$ cat config.mk
export PLATFORM = sky130hd
export DESIGN_NAME = string_to_integer_parser_flat
export DESIGN_NICKNAME = d
export VERILOG_FILES = /design/src/sv/s2i_pkg.sv /design/src/sv/s2i_if.sv /design/src/sv/s2i_front.sv /design/src/sv/s2i_queue.sv /design/src/sv/s2i_back.sv /design/src/sv/string_to_integer_parser.sv /design/src/flat_wrapper.sv
export VERILOG_INCLUDE_DIRS = /design/src /design/src/sv
export SDC_FILE = /design/constraint.sdc
export NUM_CORES = 1
export LEC_CHECK = 0
export ABC_AREA = 0
export BUFFER_PORTS_ARGS = -buffer_cell sky130_fd_sc_hd__buf_4
export CAP_MARGIN = 20
export CORE_MARGIN = 4
export CORE_UTILIZATION = 60
export CTS_BUF_LIST = sky130_fd_sc_hd__clkbuf_4 sky130_fd_sc_hd__clkbuf_8 sky130_fd_sc_hd__clkbuf_16
export DETAILED_ROUTE_END_ITERATION = 8
export PLACE_DENSITY = 0.84
export SLEW_MARGIN = 20
export SYNTH_ARGS = -nofsm -noshare
export SYNTH_HDL_FRONTEND = slang
export SYNTH_SLANG_ARGS = --single-unit
export TNS_END_PERCENT = 10
$ cat constraint.sdc
create_clock -name clk -period 24.8 [get_ports clk]
set_clock_uncertainty 0.15 [all_clocks]
set_input_delay 3.72 -clock clk [delete_from_list [all_inputs] [get_ports clk]]
set_output_delay 3.72 -clock clk [all_outputs]
set_load 0.005 [all_outputs]
$ cat src/sv/string_to_integer_parser_assert.svh
// ------------------------------------------------------------------------
// string_to_integer_parser assertion macros
// Concurrent assertion wrappers, compiled out when SYNTH is defined.
// ------------------------------------------------------------------------
`ifndef STRING_TO_INTEGER_PARSER_ASSERT_SVH
`define STRING_TO_INTEGER_PARSER_ASSERT_SVH

`ifndef SYNTH
// Assertion under reset gating.
`define S2I_ASSERT(lbl, clk, rstn, prop) \
	lbl: assert property (@(posedge clk) disable iff (!rstn) prop) \
	else $error("%m: assertion failed");
// Assertion that also holds during reset.
`define S2I_ASSERT_ALWAYS(lbl, clk, prop) \
	lbl: assert property (@(posedge clk) prop) \
	else $error("%m: assertion failed");
`else
`define S2I_ASSERT(lbl, clk, rstn, prop)
`define S2I_ASSERT_ALWAYS(lbl, clk, prop)
`endif

`endif

$ cat src/sv/s2i_pkg.sv
// ------------------------------------------------------------------------
// s2i_pkg
// Shared types, constants and the character classifier of the parser.
// ------------------------------------------------------------------------
`timescale 1ns / 1ps
`default_nettype none

package s2i_pkg;

	localparam int POSITION_WIDTH = 16;
	localparam int CH_W           = 16;
	localparam int VALUE_W        = 32;
	localparam int OFFSET_W       = 16;
	localparam int STATUS_W       = 2;
	localparam int BASE_W         = 6;
	localparam int DIGIT_W        = 6;
	localparam int Q_DEPTH        = 2;
	localparam int Q_PTR_W        = $clog2(Q_DEPTH);
	localparam int Q_CNT_W        = $clog2(Q_DEPTH + 1);

	localparam logic [BASE_W-1:0] BASE_RESET = 6'd10;
	localparam logic [BASE_W-1:0] BASE_AUTO  = 6'd0;
	localparam logic [BASE_W-1:0] BASE_ONE   = 6'd1;
	localparam logic [BASE_W-1:0] BASE_OCT   = 6'd8;
	localparam logic [BASE_W-1:0] BASE_DEC   = 6'd10;
	localparam logic [BASE_W-1:0] BASE_HEX   = 6'd16;
	localparam logic [BASE_W-1:0] BASE_MAX   = 6'd36;

	localparam logic [DIGIT_W-1:0] NOT_DIGIT   = 6'd36;
	localparam logic [DIGIT_W-1:0] ALPHA_FIRST = 6'd10;

	localparam logic [CH_W-1:0] CH_NUL   = 16'h0000;
	localparam logic [CH_W-1:0] CH_TAB   = 16'h0009;
	localparam logic [CH_W-1:0] CH_SPACE = 16'h0020;
	localparam logic [CH_W-1:0] CH_PLUS  = 16'h002B;
	localparam logic [CH_W-1:0] CH_MINUS = 16'h002D;
	localparam logic [CH_W-1:0] CH_D0    = 16'h0030;
	localparam logic [CH_W-1:0] CH_D9    = 16'h0039;
	localparam logic [CH_W-1:0] CH_UA    = 16'h0041;
	localparam logic [CH_W-1:0] CH_UX    = 16'h0058;
	localparam logic [CH_W-1:0] CH_UZ    = 16'h005A;
	localparam logic [CH_W-1:0] CH_LA    = 16'h0061;
	localparam logic [CH_W-1:0] CH_LX    = 16'h0078;
	localparam logic [CH_W-1:0] CH_LZ    = 16'h007A;

	typedef enum logic [STATUS_W-1:0] {
		ST_OK        = 2'd0,
		ST_NO_DIGITS = 2'd1,
		ST_BAD_BASE  = 2'd2
	} status_t;

	// One classified character with the base register sampled alongside it.
	typedef struct packed {
		logic               term;
		logic               ws;
		logic               plus;
		logic               minus;
		logic               zero;
		logic               hex_x;
		logic [DIGIT_W-1:0] digit;
		logic [BASE_W-1:0]  base;
	} item_t;

	function automatic logic [DIGIT_W-1:0] digit_of(input logic [CH_W-1:0] c);
		logic [DIGIT_W-1:0] d;
		d = NOT_DIGIT;
		if (c >= CH_D0 && c <= CH_D9) begin
			d = DIGIT_W'(c - CH_D0);
		end else if (c >= CH_UA && c <= CH_UZ) begin
			d = DIGIT_W'(c - CH_UA) + ALPHA_FIRST;
		end else if (c >= CH_LA && c <= CH_LZ) begin
			d = DIGIT_W'(c - CH_LA) + ALPHA_FIRST;
		end
		return d;
	endfunction

	function automatic item_t classify(input logic [CH_W-1:0] c,
		input logic [BASE_W-1:0] b);
		item_t it;
		it.term  = (c == CH_NUL);
		it.ws    = (c == CH_SPACE) || (c == CH_TAB);
		it.plus  = (c == CH_PLUS);
		it.minus = (c == CH_MINUS);
		it.zero  = (c == CH_D0);
		it.hex_x = (c == CH_UX) || (c == CH_LX);
		it.digit = digit_of(c);
		it.base  = b;
		return it;
	endfunction

endpackage

`default_nettype wire

$ cat src/sv/s2i_if.sv
// ------------------------------------------------------------------------
// s2i channel interfaces
// Valid/ready channels for characters, results and the base register.
// ------------------------------------------------------------------------
`timescale 1ns / 1ps
`default_nettype none

interface s2i_char_if;
	logic                    valid;
	logic                    ready;
	logic [s2i_pkg::CH_W-1:0] ch;
	modport source (output valid, output ch, input ready);
	modport sink   (input valid, input ch, output ready);
endinterface

interface s2i_result_if;
	logic                               valid;
	logic                               ready;
	logic signed [s2i_pkg::VALUE_W-1:0] value;
	logic [s2i_pkg::OFFSET_W-1:0]       end_offset;
	logic [s2i_pkg::STATUS_W-1:0]       status;
	modport source (output valid, output value, output end_offset, output status, input ready);
	modport sink   (input valid, input value, input end_offset, input status, output ready);
endinterface

interface s2i_cfg_if;
	logic                       valid;
	logic                       ready;
	logic [s2i_pkg::BASE_W-1:0] data;
	modport source (output valid, output data, input ready);
	modport sink   (input valid, input data, output ready);
endinterface

`default_nettype wire

$ cat src/sv/s2i_front.sv
// ------------------------------------------------------------------------
// s2i_front
// Holds the base register, accepts characters and classifies them.
// ------------------------------------------------------------------------
`timescale 1ns / 1ps
`default_nettype none

module s2i_front (
	input  logic           clk,
	input  logic           arst_n,
	s2i_char_if.sink       chars,
	s2i_cfg_if.sink        cfg,
	output logic           push,
	output s2i_pkg::item_t push_item,
	input  logic           full
);
	import s2i_pkg::*;

	logic [BASE_W-1:0] number_base_q;

	always_ff @(posedge clk or negedge arst_n) begin
		if (!arst_n) begin
			number_base_q <= BASE_RESET;
		end else if (cfg.valid) begin
			number_base_q <= cfg.data;
		end
	end

	assign cfg.ready   = 1'b1;
	assign chars.ready = !full;
	assign push        = chars.valid && !full;
	// Tag each beat with the current base; the back end keeps it only at string start.
	assign push_item   = classify(chars.ch, number_base_q);

endmodule

`default_nettype wire

$ cat src/sv/s2i_queue.sv
// ------------------------------------------------------------------------
// s2i_queue
// Short FIFO of classified characters between front and back end.
// ------------------------------------------------------------------------
`timescale 1ns / 1ps
`default_nettype none

module s2i_queue (
	input  logic           clk,
	input  logic           arst_n,
	input  logic           push,
	input  s2i_pkg::item_t push_item,
	output logic           full,
	output logic           q_valid,
	output s2i_pkg::item_t q_item,
	input  logic           pop
);
	import s2i_pkg::*;

	item_t              mem_q [Q_DEPTH];
	logic [Q_PTR_W-1:0] wr_ptr_q;
	logic [Q_PTR_W-1:0] rd_ptr_q;
	logic [Q_CNT_W-1:0] count_q;

	function automatic logic [Q_PTR_W-1:0] ptr_next(input logic [Q_PTR_W-1:0] p);
		return (p == Q_PTR_W'(Q_DEPTH - 1)) ? '0 : p + 1'b1;
	endfunction

	assign full    = (count_q == Q_CNT_W'(Q_DEPTH));
	assign q_valid = (count_q != '0);
	assign q_item  = mem_q[rd_ptr_q];

	always_ff @(posedge clk) begin
		if (push) begin
			mem_q[wr_ptr_q] <= push_item;
		end
	end

	always_ff @(posedge clk or negedge arst_n) begin
		if (!arst_n) begin
			wr_ptr_q <= '0;
			rd_ptr_q <= '0;
			count_q  <= '0;
		end else begin
			if (push) begin
				wr_ptr_q <= ptr_next(wr_ptr_q);
			end
			if (pop) begin
				rd_ptr_q <= ptr_next(rd_ptr_q);
			end
			if (push && !pop) begin
				count_q <= count_q + 1'b1;
			end else if (pop && !push) begin
				count_q <= count_q - 1'b1;
			end
		end
	end

endmodule

`default_nettype wire

$ cat src/sv/s2i_back.sv
// ------------------------------------------------------------------------
// s2i_back
// Parse sequencer: phases, multiply-accumulate with saturation, result.
// ------------------------------------------------------------------------
`timescale 1ns / 1ps
`default_nettype none
`include "string_to_integer_parser_assert.svh"

module s2i_back (
	input  logic           clk,
	input  logic           arst_n,
	input  logic           q_valid,
	input  s2i_pkg::item_t q_item,
	output logic           pop,
	s2i_result_if.source   result
);
	import s2i_pkg::*;

	typedef enum logic [2:0] {
		PH_START, PH_WS, PH_PREFIX, PH_ZERO, PH_DIGITS, PH_DONE
	} phase_t;

	typedef enum logic {B_EXEC, B_ACC} bstate_t;

	localparam logic signed [39:0] SAT_MAX = 40'sd2147483647;
	localparam logic signed [39:0] SAT_MIN = -40'sd2147483648;

	bstate_t                   bstate_q;
	phase_t                    phase_q;
	logic                      neg_q;
	logic                      any_q;
	logic [VALUE_W-1:0]        acc_q;
	logic [BASE_W-1:0]         base_q;
	logic [POSITION_WIDTH-1:0] pos_q;
	logic [POSITION_WIDTH-1:0] stop_q;
	logic signed [38:0]        prod_s1;
	logic [DIGIT_W-1:0]        digit_s1;
	logic                      out_valid_q;
	logic [VALUE_W-1:0]        value_q;
	logic [OFFSET_W-1:0]       offset_q;
	status_t                   status_q;

	logic                      slot_free;
	logic [BASE_W-1:0]         base_e;
	logic                      base_ok;
	phase_t                    phase_e;
	phase_t                    phase_n;
	logic                      neg_n;
	logic                      any_n;
	logic [BASE_W-1:0]         base_n;
	logic [POSITION_WIDTH-1:0] stop_n;
	logic                      enter_num;
	logic                      try_digit;
	logic                      take;
	status_t                   status_n;
	logic [VALUE_W-1:0]        value_n;
	logic [OFFSET_W-1:0]       offset_n;
	logic signed [39:0]        sum;
	logic [VALUE_W-1:0]        acc_sat;

	assign slot_free = !out_valid_q || result.ready;
	assign pop       = (bstate_q == B_EXEC) && q_valid && (!q_item.term || slot_free);

	// Sample the base on the first beat of a string.
	assign base_e  = (phase_q == PH_START) ? q_item.base : base_q;
	assign base_ok = (base_e != BASE_ONE) && (base_e <= BASE_MAX);
	assign phase_e = (phase_q == PH_START) ? (base_ok ? PH_WS : PH_DONE) : phase_q;

	always_comb begin
		phase_n   = phase_e;
		neg_n     = neg_q;
		any_n     = any_q;
		base_n    = base_e;
		stop_n    = stop_q;
		enter_num = 1'b0;
		try_digit = 1'b0;
		take      = 1'b0;
		unique case (phase_e)
			PH_WS: begin
				if (q_item.ws) begin
					phase_n = PH_WS;
				end else if (q_item.plus || q_item.minus) begin
					neg_n   = q_item.minus;
					phase_n = PH_PREFIX;
				end else begin
					enter_num = 1'b1;
				end
			end
			PH_PREFIX: begin
				enter_num = 1'b1;
			end
			PH_ZERO: begin
				phase_n = PH_DIGITS;
				if (q_item.hex_x) begin
					base_n = BASE_HEX;
				end else begin
					// The pending leading zero counts as a digit.
					base_n    = (base_e == BASE_AUTO) ? BASE_OCT : base_e;
					any_n     = 1'b1;
					stop_n    = pos_q;
					try_digit = 1'b1;
				end
			end
			PH_DIGITS: begin
				try_digit = 1'b1;
			end
			default: begin
				phase_n = phase_e;
			end
		endcase
		if (enter_num) begin
			if (q_item.zero && (base_e == BASE_AUTO || base_e == BASE_HEX)) begin
				phase_n = PH_ZERO;
			end else begin
				base_n    = (base_e == BASE_AUTO) ? BASE_DEC : base_e;
				phase_n   = PH_DIGITS;
				try_digit = 1'b1;
			end
		end
		if (try_digit) begin
			if (q_item.digit < base_n) begin
				take   = 1'b1;
				any_n  = 1'b1;
				stop_n = pos_q + 1'b1;
			end else begin
				phase_n = PH_DONE;
			end
		end
		if (q_item.term) begin
			take = 1'b0;
		end
	end

	// Terminator result; a pending leading zero is a complete number.
	always_comb begin
		if (!base_ok) begin
			status_n = ST_BAD_BASE;
		end else if (any_q || phase_e == PH_ZERO) begin
			status_n = ST_OK;
		end else begin
			status_n = ST_NO_DIGITS;
		end
		value_n  = (status_n == ST_OK) ? acc_q : '0;
		offset_n = '0;
		if (status_n == ST_OK) begin
			offset_n = OFFSET_W'((phase_e == PH_ZERO) ? pos_q : stop_q);
		end
	end

	always_comb begin
		if (neg_q) begin
			sum = $signed({prod_s1[38], prod_s1}) - $signed({34'd0, digit_s1});
		end else begin
			sum = $signed({prod_s1[38], prod_s1}) + $signed({34'd0, digit_s1});
		end
		if (sum > SAT_MAX) begin
			acc_sat = VALUE_W'(SAT_MAX);
		end else if (sum < SAT_MIN) begin
			acc_sat = VALUE_W'(SAT_MIN);
		end else begin
			acc_sat = VALUE_W'(sum);
		end
	end

	always_ff @(posedge clk or negedge arst_n) begin
		if (!arst_n) begin
			bstate_q    <= B_EXEC;
			phase_q     <= PH_START;
			neg_q       <= 1'b0;
			any_q       <= 1'b0;
			acc_q       <= '0;
			base_q      <= '0;
			pos_q       <= '0;
			stop_q      <= '0;
			prod_s1     <= '0;
			digit_s1    <= '0;
			out_valid_q <= 1'b0;
			value_q     <= '0;
			offset_q    <= '0;
			status_q    <= ST_OK;
		end else begin
			if (out_valid_q && result.ready && !(pop && q_item.term)) begin
				out_valid_q <= 1'b0;
			end
			unique case (bstate_q)
				B_EXEC: begin
					if (pop && q_item.term) begin
						out_valid_q <= 1'b1;
						value_q     <= value_n;
						offset_q    <= offset_n;
						status_q    <= status_n;
						phase_q     <= PH_START;
						neg_q       <= 1'b0;
						any_q       <= 1'b0;
						acc_q       <= '0;
						base_q      <= '0;
						pos_q       <= '0;
						stop_q      <= '0;
					end else if (pop) begin
						phase_q <= phase_n;
						neg_q   <= neg_n;
						any_q   <= any_n;
						base_q  <= base_n;
						stop_q  <= stop_n;
						pos_q   <= pos_q + 1'b1;
						if (take) begin
							prod_s1  <= 39'($signed(acc_q)) * 39'($signed({1'b0, base_n}));
							digit_s1 <= q_item.digit;
							bstate_q <= B_ACC;
						end
					end
				end
				B_ACC: begin
					acc_q    <= acc_sat;
					bstate_q <= B_EXEC;
				end
				default: begin
					bstate_q <= B_EXEC;
				end
			endcase
		end
	end

	assign result.valid      = out_valid_q;
	assign result.value      = value_q;
	assign result.end_offset = offset_q;
	assign result.status     = status_q;

	`S2I_ASSERT(a_acc_follows_pop, clk, arst_n, (bstate_q == B_ACC) |-> $past(pop))
	`S2I_ASSERT(a_term_clears, clk, arst_n, (pop && q_item.term) |=> (phase_q == PH_START && pos_q == '0 && !any_q))
	`S2I_ASSERT(a_neg_sign, clk, arst_n, (bstate_q == B_ACC && neg_q) |=> (acc_q[VALUE_W-1] || acc_q == '0))
	`S2I_ASSERT(a_pos_sign, clk, arst_n, (bstate_q == B_ACC && !neg_q) |=> !acc_q[VALUE_W-1])
	`S2I_ASSERT_ALWAYS(a_no_result_in_reset, clk, !arst_n |-> !out_valid_q)

endmodule

`default_nettype wire

$ cat src/sv/string_to_integer_parser.sv
// ------------------------------------------------------------------------
// string_to_integer_parser
// Streaming saturating string-to-integer parser, one character per beat.
// ------------------------------------------------------------------------
//
//   channel  dir  payload                         beat means
//   chars    in   ch[15:0]                        one character, 0 ends string
//   result   out  value[31:0] end_offset status   one parsed number
//   cfg      in   data[5:0]                       write of the base register
//
// The front end classifies a character in the cycle it is accepted and
// pushes it into a two-entry queue, so chars.ready only drops when the
// queue is full. The back end takes a character with no digit in its exec
// state; a digit adds the accumulate state: multiply in exec, then add and
// saturation, a dependency on the previous accumulator that sets the rate.
// A terminator waits in the queue while the result register still holds an
// untaken beat. Reset clears all parse state at once; the base returns to 10.
//
`timescale 1ns / 1ps
`default_nettype none

module string_to_integer_parser (
	input  logic         clk,
	input  logic         arst_n,
	s2i_char_if.sink     chars,
	s2i_result_if.source result,
	s2i_cfg_if.sink      cfg
);
	import s2i_pkg::*;

	// front to queue
	logic  push;
	item_t push_item;
	logic  full;

	// queue to back end
	logic  q_valid;
	item_t q_item;
	logic  pop;

	// Classify and tag characters with the current base.
	s2i_front u_front (
		.clk       (clk),
		.arst_n    (arst_n),
		.chars     (chars),
		.cfg       (cfg),
		.push      (push),
		.push_item (push_item),
		.full      (full)
	);

	// Decouple acceptance from the multi-cycle back end.
	s2i_queue u_queue (
		.clk       (clk),
		.arst_n    (arst_n),
		.push      (push),
		.push_item (push_item),
		.full      (full),
		.q_valid   (q_valid),
		.q_item    (q_item),
		.pop       (pop)
	);

	// Run the parse phases and hold the result beat.
	s2i_back u_back (
		.clk     (clk),
		.arst_n  (arst_n),
		.q_valid (q_valid),
		.q_item  (q_item),
		.pop     (pop),
		.result  (result)
	);

endmodule

`default_nettype wire

$ cat src/flat_wrapper.sv
// flat-port wrapper written by rule: the top's interface ports become plain ports
module string_to_integer_parser_flat import s2i_pkg::*;
  (clk, arst_n, chars_valid, chars_ch, chars_ready, result_valid, result_value, result_end_offset, result_status, result_ready, cfg_valid, cfg_data, cfg_ready);
  s2i_char_if chars_i ();
  s2i_result_if result_i ();
  s2i_cfg_if cfg_i ();
  input  logic clk;
  input  logic arst_n;
  input wire logic [$bits(chars_i.valid)-1:0] chars_valid;
  input wire logic [$bits(chars_i.ch)-1:0] chars_ch;
  output wire logic [$bits(chars_i.ready)-1:0] chars_ready;
  output wire logic [$bits(result_i.valid)-1:0] result_valid;
  output wire logic [$bits(result_i.value)-1:0] result_value;
  output wire logic [$bits(result_i.end_offset)-1:0] result_end_offset;
  output wire logic [$bits(result_i.status)-1:0] result_status;
  input wire logic [$bits(result_i.ready)-1:0] result_ready;
  input wire logic [$bits(cfg_i.valid)-1:0] cfg_valid;
  input wire logic [$bits(cfg_i.data)-1:0] cfg_data;
  output wire logic [$bits(cfg_i.ready)-1:0] cfg_ready;
  assign chars_i.valid = chars_valid;
  assign chars_i.ch = chars_ch;
  assign chars_ready = chars_i.ready;
  assign result_valid = result_i.valid;
  assign result_value = result_i.value;
  assign result_end_offset = result_i.end_offset;
  assign result_status = result_i.status;
  assign result_i.ready = result_ready;
  assign cfg_i.valid = cfg_valid;
  assign cfg_i.data = cfg_data;
  assign cfg_ready = cfg_i.ready;
  string_to_integer_parser u_core (.clk(clk), .arst_n(arst_n), .chars(chars_i), .result(result_i), .cfg(cfg_i));
endmodule
# After elaboration in Yosys (flattened, before gate mapping)

Memories as Yosys holds them, arrays and structs flattened.
Index checks and enable logic that the tools add are counted.

Output and inout bits: 53
RAM bits: 36
Logic and storage cells: 174
Memories kept: 1
Input bits: 27
Bits in registers: 182
Bits in latches: 0
Bits in read-only memories: 0

Memory list:

| memory               | depth | bits a word | read ports | clocked after memory_dff | wr ports | line            | text |
|---|---|---|---|---|---|---|---|
| u_core.u_queue.mem_q | 2     | 18          | 1          | 0                        | 1        | s2i_queue.sv:20 | `item_t mem_q [Q_DEPTH];` |

Bitwise gates (word level): 2
$add $sub $neg: 12
$lt $le $gt $ge: 10
Div/mod/pow operators: 0
Shifts and indexed selects: 0
Multipliers: 1
Mux-type cells: 75
Reduce and logical (&&, ||, !) cells: 39
Eq/ne operators: 16

Operators with widths:

| cell                  | number |
|---|---|
| $mux 16               | 10 |
| $mux 32               | 4 |
| $mux 6                | 12 |
| $eq 16x6->1 const B   | 4 |
| $pmux 32 s2           | 1 |
| $add 39x7->40         | 1 |
| $gt 40x32->1 const B  | 1 |
| $lt 40x32->1 const B  | 1 |
| $mux 40               | 1 |
| $sub 39x7->40         | 1 |
| $mul 32x7->39         | 1 |
| $eq 16x7->1 const B   | 2 |
| $ge 16x7->1 const B   | 2 |
| $le 16x7->1 const B   | 2 |
| $mux 1                | 30 |
| $mux 3                | 10 |
| $add 16x1->16 const B | 1 |
| $eq 16x4->1 const B   | 1 |
| $ge 16x6->1 const B   | 1 |
| $le 16x6->1 const B   | 1 |
| $logic_not 16->1      | 1 |
| $logic_and 1x1->1     | 13 |
| $add 6x4->6 const B   | 2 |
| $sub 6x6->6 const B   | 2 |
| other kinds (27)      | 50 |

# Logic depth before layout (Yosys ltp)

Gate-level depths: netlist (run 1).

Depth after elaboration: 18
Mapped depth: 33
Depth with buffers taken out: 30

# Modules after synthesis

Synthesis (run 1) repeated with hierarchy kept, for this count alone.

Cells, all modules: 2,038
Area total of the unflattened synthesis: 18,853.1 sq um

Modules (own cells, without submodules):

| module    | area an instance (sq um) | cells an instance | sequential area each (sq um) | times used |
|---|---|---|---|---|
| s2i_back  | 16,517.1                 | 1,873             | 4,304.1                      | 1 |
| s2i_queue | 1,537.7                  | 72                | 1,181.1                      | 1 |
| s2i_front | 798.3                    | 93                | 152.6                        | 1 |

# Worst setup path before layout (run 1)

Ideal clock, no wire load.

Path type: register to register
Start: register u_core.u_back.phase_q[1]
End: register u_core.u_back.prod_s1[37]
Cell stages (with the launch flop): 32
Setup time: 0.132 ns
Path slack: 16.912 ns
Arrival time: 7.605 ns
Required time: 24.518 ns
Cells stage by stage: dfrtp_1 clkbuf_1 nor3_2 mux2i_1 a21oi_1 and2_1 o21ai_1 o21ai_1 or2_1 a21o_1 a21oi_1 clkbuf_1 and2_1 fa_1 fa_1 fa_1 inv_1 fa_1 inv_1 ha_1 clkbuf_1 a21o_1 a21o_1 a221oi_1 o31a_1 o22ai_1 o41ai_1 o21ai_0 o41a_1 a21oi_1 xor2_1 o21ai_1

Word-level cells in the longest chain between the ends: 15
Elaborated cells on any way between the ends: 31
Classes of those cells: 1 x mul; 2 x order compare; 6 x eq/ne; 16 x mux; 6 x reduce/logical

RTL lines:

| item                                                   | line            | text |
|---|---|---|
| start, declared                                        | s2i_back.sv:29  | `phase_t phase_q;` |
| start signal, assigned                                 | s2i_back.sv:200 | `phase_q <= phase_n;` |
| branches (longest 15 deep; another with $mul 32x7->39) | n/a             |  |
| end signal, assigned                                   | s2i_back.sv:207 | `prod_s1 <= 39'($signed(acc_q)) * 39'($signed({1'b0, base_n}));` |
| end, declared                                          | s2i_back.sv:36  | `logic signed [38:0] prod_s1;` |

Parallel ways; which one is timed is not known.
A chain may end at the register's enable or synchronous reset.

# Final worst setup path (run 1)

Start: register u_core.u_queue.rd_ptr_q
End: register u_core.u_back.prod_s1[37]

Word-level cells in the longest chain between the ends: 15
Elaborated cells on any way between the ends: 40
Classes of those cells: 1 x mul; 2 x order compare; 6 x eq/ne; 19 x mux; 1 x bitwise; 10 x reduce/logical; 1 x memory

RTL lines:

| item                                                   | line            | text |
|---|---|---|
| start, declared                                        | s2i_queue.sv:22 | `logic [Q_PTR_W-1:0] rd_ptr_q;` |
| start signal, assigned                                 | s2i_queue.sv:49 | `rd_ptr_q <= ptr_next(rd_ptr_q);` |
| $mem_v2 2x18 (*)                                       | n/a             |  |
| branches (longest 14 deep; another with $mul 32x7->39) | n/a             |  |

Every way passes the cells marked *.

==> flow_metrics.env, run 1 <==
export IMPL_clkTransAtPathRegs_ns=0.06
export IMPL_crit_start="u_core.u_queue.rd_ptr_q$_DFFE_PN0P_"
export IMPL_cap_violations=0
export IMPL_drive_above_1_share_pct=10.1
export IMPL_synthArstFlopShare_pct=83.5
export IMPL_grt_pass1_vias=15000
export IMPL_layout_nets=2296
export IMPL_maxSlewHeadroom_pct=30.5
export IMPL_hp_class="reg -> reg"
export IMPL_reg2reg_depth=27
export IMPL_cts_max_level=1
export IMPL_route_vias_total=14700
export IMPL_synth_ff_type="dfrtp_1"
export IMPL_dp_hpwl_mm=32.3
export IMPL_yosysMostFrequentCell="nand2_1"
export IMPL_hold_viol=0
export IMPL_layout_setup_ws_ns=15.24
export IMPL_ys_seq_area_share_pct=30.2
export IMPL_synth_top_cell_by_area="dfrtp_1"
export IMPL_crit_path_end_kind="flop"
export IMPL_cp_required_ns=25.04
export IMPL_critical_path_top_delay_family="compound AO/OA/AOI/OAI gates"
export IMPL_wl_per_cell_um=18.7
export IMPL_netlist_instances=1971
export IMPL_fmax_mhz=105
export IMPL_reg2reg_slack_ns=15.24
export IMPL_cts_resized=0
export IMPL_fin_area_um2=20500
export IMPL_worst_slew_pin_slew_ns=1.04
export IMPL_r2r_end="u_core.u_back.prod_s1[37]$_DFFE_PN0P_"
export IMPL_yosys_warnings=0
export IMPL_path_depth=27
export IMPL_p_per_area_nw_per_um2=123
export IMPL_synthTopCellsByArea="dfrtp_1 (24%), fa_1 (14%), ha_1 (9.1%), edfxtp_1 (5.8%), and2_1 (5.7%)"
export IMPL_synth_top_area_share_pct=24.2
export IMPL_crit_path_end="u_core.u_back.prod_s1[37]$_DFFE_PN0P_"
export IMPL_drtPass1Iterations=5
export IMPL_synth_seq_cells=218
export IMPL_final_min_clock_period_ns=9.56
export IMPL_period_share_pct=38.6
export IMPL_synth_edff_count=36
export IMPL_synthToLayoutAreaGrowth_pct=9.70
export IMPL_place_gp_congestion=0.929
export IMPL_antenna_found_initial=0
export IMPL_drt_total_wl_mm=45.3
export IMPL_setup_viol=0
export IMPL_status="finished, final reports clean"
export IMPL_critical_path_class="reg -> reg"
export IMPL_drv_slew=0
export IMPL_cp_start_kind="flop"
export IMPL_critPathBufInv=2
export IMPL_antenna_left=0
export IMPL_worstSkewPairLatency_ns=0.54
export IMPL_rows=64
export IMPL_finalSetupTns_ns=0
export IMPL_cts_made_buffers=26
export IMPL_grt_usage_pct=27.0
export IMPL_syn_area_per_cell_um2=9.46
export IMPL_grt_overflow=0
export IMPL_cts_tree="yes"
export IMPL_cpMostUsedCell="fa_1"
export IMPL_arrival_ns=9.80
export IMPL_post_cts_setup_buffer_count=0
export IMPL_cpPeakStageDelay_ns=0.99
export IMPL_clockRootBuffer="clkbuf_16"
export IMPL_power_leakage_uw=0.0100
export IMPL_portBuffers=78
export IMPL_critPathMaxFanout=33
export IMPL_drtIter0Drc=1016
export IMPL_grt_pass1_wl_mm=75.6
export IMPL_die_width_um=184
export IMPL_core_area_um2=30600
export IMPL_synth_common_cells="nand2_1 (193), inv_1 (182), dfrtp_1 (180)"
export IMPL_start_util_pct=61.0
export IMPL_placed_area_um2=19500
export IMPL_drc=0
export IMPL_vias_per_cell=6.07
export IMPL_synthDistinctLibCells=86
export IMPL_clockBufferDepth=3
export IMPL_rsz0062_at_grt="no"
export IMPL_die_area_um2=34000
export IMPL_clkSinkCount=218
export IMPL_die_h_um=184
export IMPL_r2r_start="u_core.u_queue.rd_ptr_q$_DFFE_PN0P_"
export IMPL_cp_slowest_cell="dfrtp_1"
export IMPL_pin_count=80
export IMPL_grt_max_degree=107
export IMPL_dp_slack_ns=15.35
export IMPL_syn_num_nets=2265
export IMPL_irDropWorstVdd_mv=0.0731
export IMPL_syn_area_um2=18600
export IMPL_holdBufCountCts=0
[logic make-up after synthesis]
family          synth area share, %
xor+xnor                       3.99
buf+inv                        5.79
mux                            3.19
compound gates                 17.3
flops                          30.2
simple gates                   16.3
fa+ha+maj                      23.2
other cells                  0.0201
[metrics by stage]
step / hold WS (ns) / utilization (%) / std cells / power, uW
floorplan: 0.288 / - / 1971 / 1670
global placement: 0.303 / 63.7 / 2370 / 2020
detailed placement: 0.309 / 63.7 / 2370 / 2080
CTS: 0.322 / 66.8 / 2417 / 2510
global route: 0.343 / 66.9 / 2417 / 2730
finish: 0.323 / 66.9 / 2418 / 2520
[cells in the final DEF (no fill, tap or decap), drive strengths merged, types with 30 or more instances in the layout]
cell type / instances
edfxtp: 36
a21o: 35
dfrtp: 180
a22o: 33
o21ai: 164
buf: 90
a21oi: 90
ha: 135
xor2: 30
a221o: 32
fa: 132
xnor2: 55
nor2: 76
clkbuf: 34
inv: 185
and2: 170
nand2: 193
[state kept, by name (all words and copies together) (netlist names)]
name / cells
u_core.u_back.acc_q: 32
u_core.u_back.any_q: 1
u_core.u_back.base_q: 6
u_core.u_back.bstate_q: 1
u_core.u_back.digit_s1: 6
u_core.u_back.neg_q: 1
u_core.u_back.phase_q: 3
u_core.u_back.pos_q: 16
u_core.u_back.prod_s1: 39
u_core.u_back.result.end_offset: 16
u_core.u_back.result.status: 2
u_core.u_back.result.valid: 1
u_core.u_back.result.value: 32
u_core.u_back.stop_q: 16
u_core.u_front.number_base_q: 6
u_core.u_queue.count_q: 2
u_core.u_queue.mem_q: 36
u_core.u_queue.rd_ptr_q: 1
u_core.u_queue.wr_ptr_q: 1
[per-layer routing]
metal,track usage (%),vias up,wire length [um]
li1,-,6862,-
met1,38.3,7338,20400
met2,45.2,413,21800
met3,3.49,57,2510
met4,5.53,0,644
met5,0,-,0
[worst min-delay path by stage]
| stage | start | endpoint | slack, ns | depth (start not counted) |
|---|---|---|---|---|
| floorplan | u_core.u_front.number_base_q[0]$_DFFE_PN0P_ | u_core.u_queue.mem_q[0][0]$_DFFE_PP_ | 0.29 | 0 |
| global placement | u_core.u_front.number_base_q[4]$_DFFE_PN0P_ | u_core.u_queue.mem_q[0][4]$_DFFE_PP_ | 0.30 | 0 |
| detailed placement | u_core.u_front.number_base_q[4]$_DFFE_PN0P_ | u_core.u_queue.mem_q[1][4]$_DFFE_PP_ | 0.31 | 0 |
| CTS | u_core.u_front.number_base_q[4]$_DFFE_PN0P_ | u_core.u_queue.mem_q[1][4]$_DFFE_PP_ | 0.32 | 0 |
| global route | u_core.u_front.number_base_q[4]$_DFFE_PN0P_ | u_core.u_queue.mem_q[0][4]$_DFFE_PP_ | 0.34 | 0 |
| finish | u_core.u_front.number_base_q[4]$_DFFE_PN0P_ | u_core.u_queue.mem_q[0][4]$_DFFE_PP_ | 0.32 | 0 |
[cell type report]
class                   count  area (um2)
diodes                      1        2.50
clock inverters            14         220
well taps                 396         495
flip-flops and latches    218        5640
inverters                 184         691
multi-input cells        1481       12000
clock buffers              33         733
repair buffers             91         693
fillers                  2354       10100
[where the power goes]
| group | switching [uW] | leakage (uW) | internal, uW | total [uW] |
|---|---|---|---|---|
| sequential | 109 | 0.00277 | 460 | 569 |
| combinational | 942 | 0.00681 | 588 | 1530 |
| clock | 156 | 0.000467 | 262 | 419 |
No activity file was read; power rests on OpenSTA's default activity.
==> inputs of run 2 (changes only) <==
clock period = 8.9 ns   (was 24.8 ns; I/O delays follow)
==> run 2 against run 1 <==
  * Clock power grew to 2.6 times the previous value
  * First-iteration DRC count increased by 11%
  * Wire length grew 1.3%
  * Die area unchanged
  * Largest cell class unchanged
==> flow_metrics.env, run 2 (synthesis gave the netlist of run 1 again) <==
export IMPL_largest_register_ffs=39
export IMPL_drt_total_wl_mm=45.9
export IMPL_grt_usage_pct=27.2
export IMPL_setup_viol=0
export IMPL_cp_start_kind="flop"
export IMPL_grt_max_degree=111
export IMPL_route_vias_total=14800
export IMPL_drtIter0Drc=1123
export IMPL_n_antenna_cell=0
export IMPL_portBuffers=78
export IMPL_pin_count=80
export IMPL_start_util_pct=61.0
export IMPL_final_common_cell="nand2_1"
export IMPL_cts_made_buffers=26
export IMPL_fmax_mhz=119
export IMPL_cp_slowest_cell="fa_1"
export IMPL_critPathMaxFanout=19
export IMPL_antenna_left=0
export IMPL_worstSkewPairLatency_ns=0.56
export IMPL_arrival_ns=8.68
export IMPL_drc=0
export IMPL_final_min_clock_period_ns=8.42
export IMPL_rows=64
export IMPL_die_h_um=184
export IMPL_grt_overflow=0
export IMPL_cap_violations=0
export IMPL_multiInputGateArea_um2=12000
export IMPL_antenna_found_initial=2
export IMPL_clockBufferDepth=3
export IMPL_clkTransAtPathRegs_ns=0.06
export IMPL_ff_latch_area_um2=5640
export IMPL_power_uw=7000
export IMPL_grt_pass1_vias=15100
export IMPL_place_gp_congestion=0.908
export IMPL_period_share_pct=94.6
export IMPL_cpPeakStageDelay_ns=0.55
export IMPL_dp_hpwl_mm=32.7
export IMPL_p_per_area_nw_per_um2=343
export IMPL_core_area_um2=30600
export IMPL_crit_path_end_kind="flop"
export IMPL_drv_slew=0
export IMPL_vias_per_cell=6.11
export IMPL_nFillCells=2450
export IMPL_critical_path_class="reg -> reg"
export IMPL_grt_pass1_wl_mm=75.9
export IMPL_die_area_um2=34000
export IMPL_drive_above_1_share_pct=10.4
export IMPL_worst_slew_pin_slew_ns=1.09
export IMPL_hp_class="reg -> reg"
export IMPL_cp_required_ns=9.16
export IMPL_wl_per_cell_um=19.0
export IMPL_drtPass1Iterations=6
export IMPL_power_leakage_uw=0.0100
export IMPL_status="finished, final reports clean"
export IMPL_rsz0062_at_grt="no"
export IMPL_layout_common_cells="nand2_1 (192), inv_1 (182), dfrtp_1 (179)"
export IMPL_maxSlewHeadroom_pct=27.6
export IMPL_clockRootBuffer="clkbuf_16"
export IMPL_cpMostUsedCell="fa_1"
export IMPL_hold_viol=0
export IMPL_regMostFlops="u_core.u_back.prod_s1"
export IMPL_die_width_um=184
export IMPL_clkSinkCount=218
export IMPL_layout_nets=2301
export IMPL_cts_max_level=1
export IMPL_top_regs="u_core.u_back.prod_s1 x39, u_core.u_queue.mem_q x36"
export IMPL_irDropWorstVdd_mv=0.254
export IMPL_synthToLayoutAreaGrowth_pct=9.47
export IMPL_finalSetupTns_ns=0
export IMPL_cts_tree="yes"
[run 2: worst paths after layout]
path                                                 startpoint                                          to  slack (ns)  cells after the start
min in group asynchronous                                arst_n  u_core.u_back.result.value[29]$_DFFE_PN0P_        0.72                      1
min reg2reg                 u_core.u_back.stop_q[9]$_DFFE_PN0P_         u_core.u_back.stop_q[9]$_DFFE_PN0P_        0.33                      2
max                        u_core.u_back.phase_q[1]$_DFFE_PN0P_       u_core.u_back.prod_s1[37]$_DFFE_PN0P_        0.48                     26
max reg2reg                u_core.u_back.phase_q[1]$_DFFE_PN0P_       u_core.u_back.prod_s1[37]$_DFFE_PN0P_        0.48                     26
max in group asynchronous                                arst_n  u_core.u_back.result.value[10]$_DFFE_PN0P_        6.38                      2
min                         u_core.u_back.stop_q[9]$_DFFE_PN0P_         u_core.u_back.stop_q[9]$_DFFE_PN0P_        0.33                      2
[run 2: final cells by class]
type                            count  share of cell area [%]
Clock buffer                       32                    3.47
Inverter                          184                    3.38
Clock inverter                     16                   0.791
Tap cell                          396                    2.43
Sequential cell                   218                    27.6
Timing Repair Buffer               96                    3.56
Multi-Input combinational cell   1481                    58.7
[run 2: power breakdown]
| part | total, uW | internal, uW | leakage [uW] | switching, uW |
|---|---|---|---|---|
| sequential | 1570 | 1280 | 0.00277 | 283 |
| clock | 1080 | 629 | 0.000439 | 448 |
| combinational | 4360 | 1660 | 0.00684 | 2700 |
| total | 7000 | 3570 | 0.0100 | 3430 |
[run 2: through the flow]
stage / hold slack [ns] / util (%) / cells / setup WS [ns] / area (um2)
global route: 0.354 / 66.7 / 2423 / 0.0973 / 20400
floorplan: 0.288 / - / 1971 / 1.01 / 18600
finish: 0.329 / 66.7 / 2423 / 0.481 / 20400
CTS: 0.334 / 66.6 / 2421 / 0.0968 / 20400
detailed placement: 0.320 / 63.7 / 2373 / 0.0279 / 19500
global placement: 0.311 / 63.7 / 2373 / 0.231 / 19500
[run 2: layer usage]
layer / global-route usage, % / routed length [um] / vias up
met2: 45.7 / 21900 / 503
li1: - / - / 6884
met3: 4.40 / 3160 / 89
met4: 6.36 / 905 / 2
met5: 0 / 13 / -
met1: 37.5 / 19900 / 7327
[run 2: timing repair]
| action | in CTS | in global routing |
|---|---|---|
| pin swaps | 0 | 1 |
| hold buffers | 0 | 0 |
| endpoints found under the setup margin | 1 | 4 |
| hold endpoints to repair | 0 | 0 |
| setup buffers | 0 | 2 |
| gates resized for setup | 1 | 4 |
[run 2: worst max-delay path: cells and delay by family (launching register included)]
family,cells,cell delay (ns)
xor gates and xnor gates,1,0.18
muxes,1,0.41
DFF,1,0.50
buffers and inverters,2,0.11
adders and majority gates,5,2.38
and+or+nand+nor,4,1.12
AOI/OAI and AO/OA,13,3.38
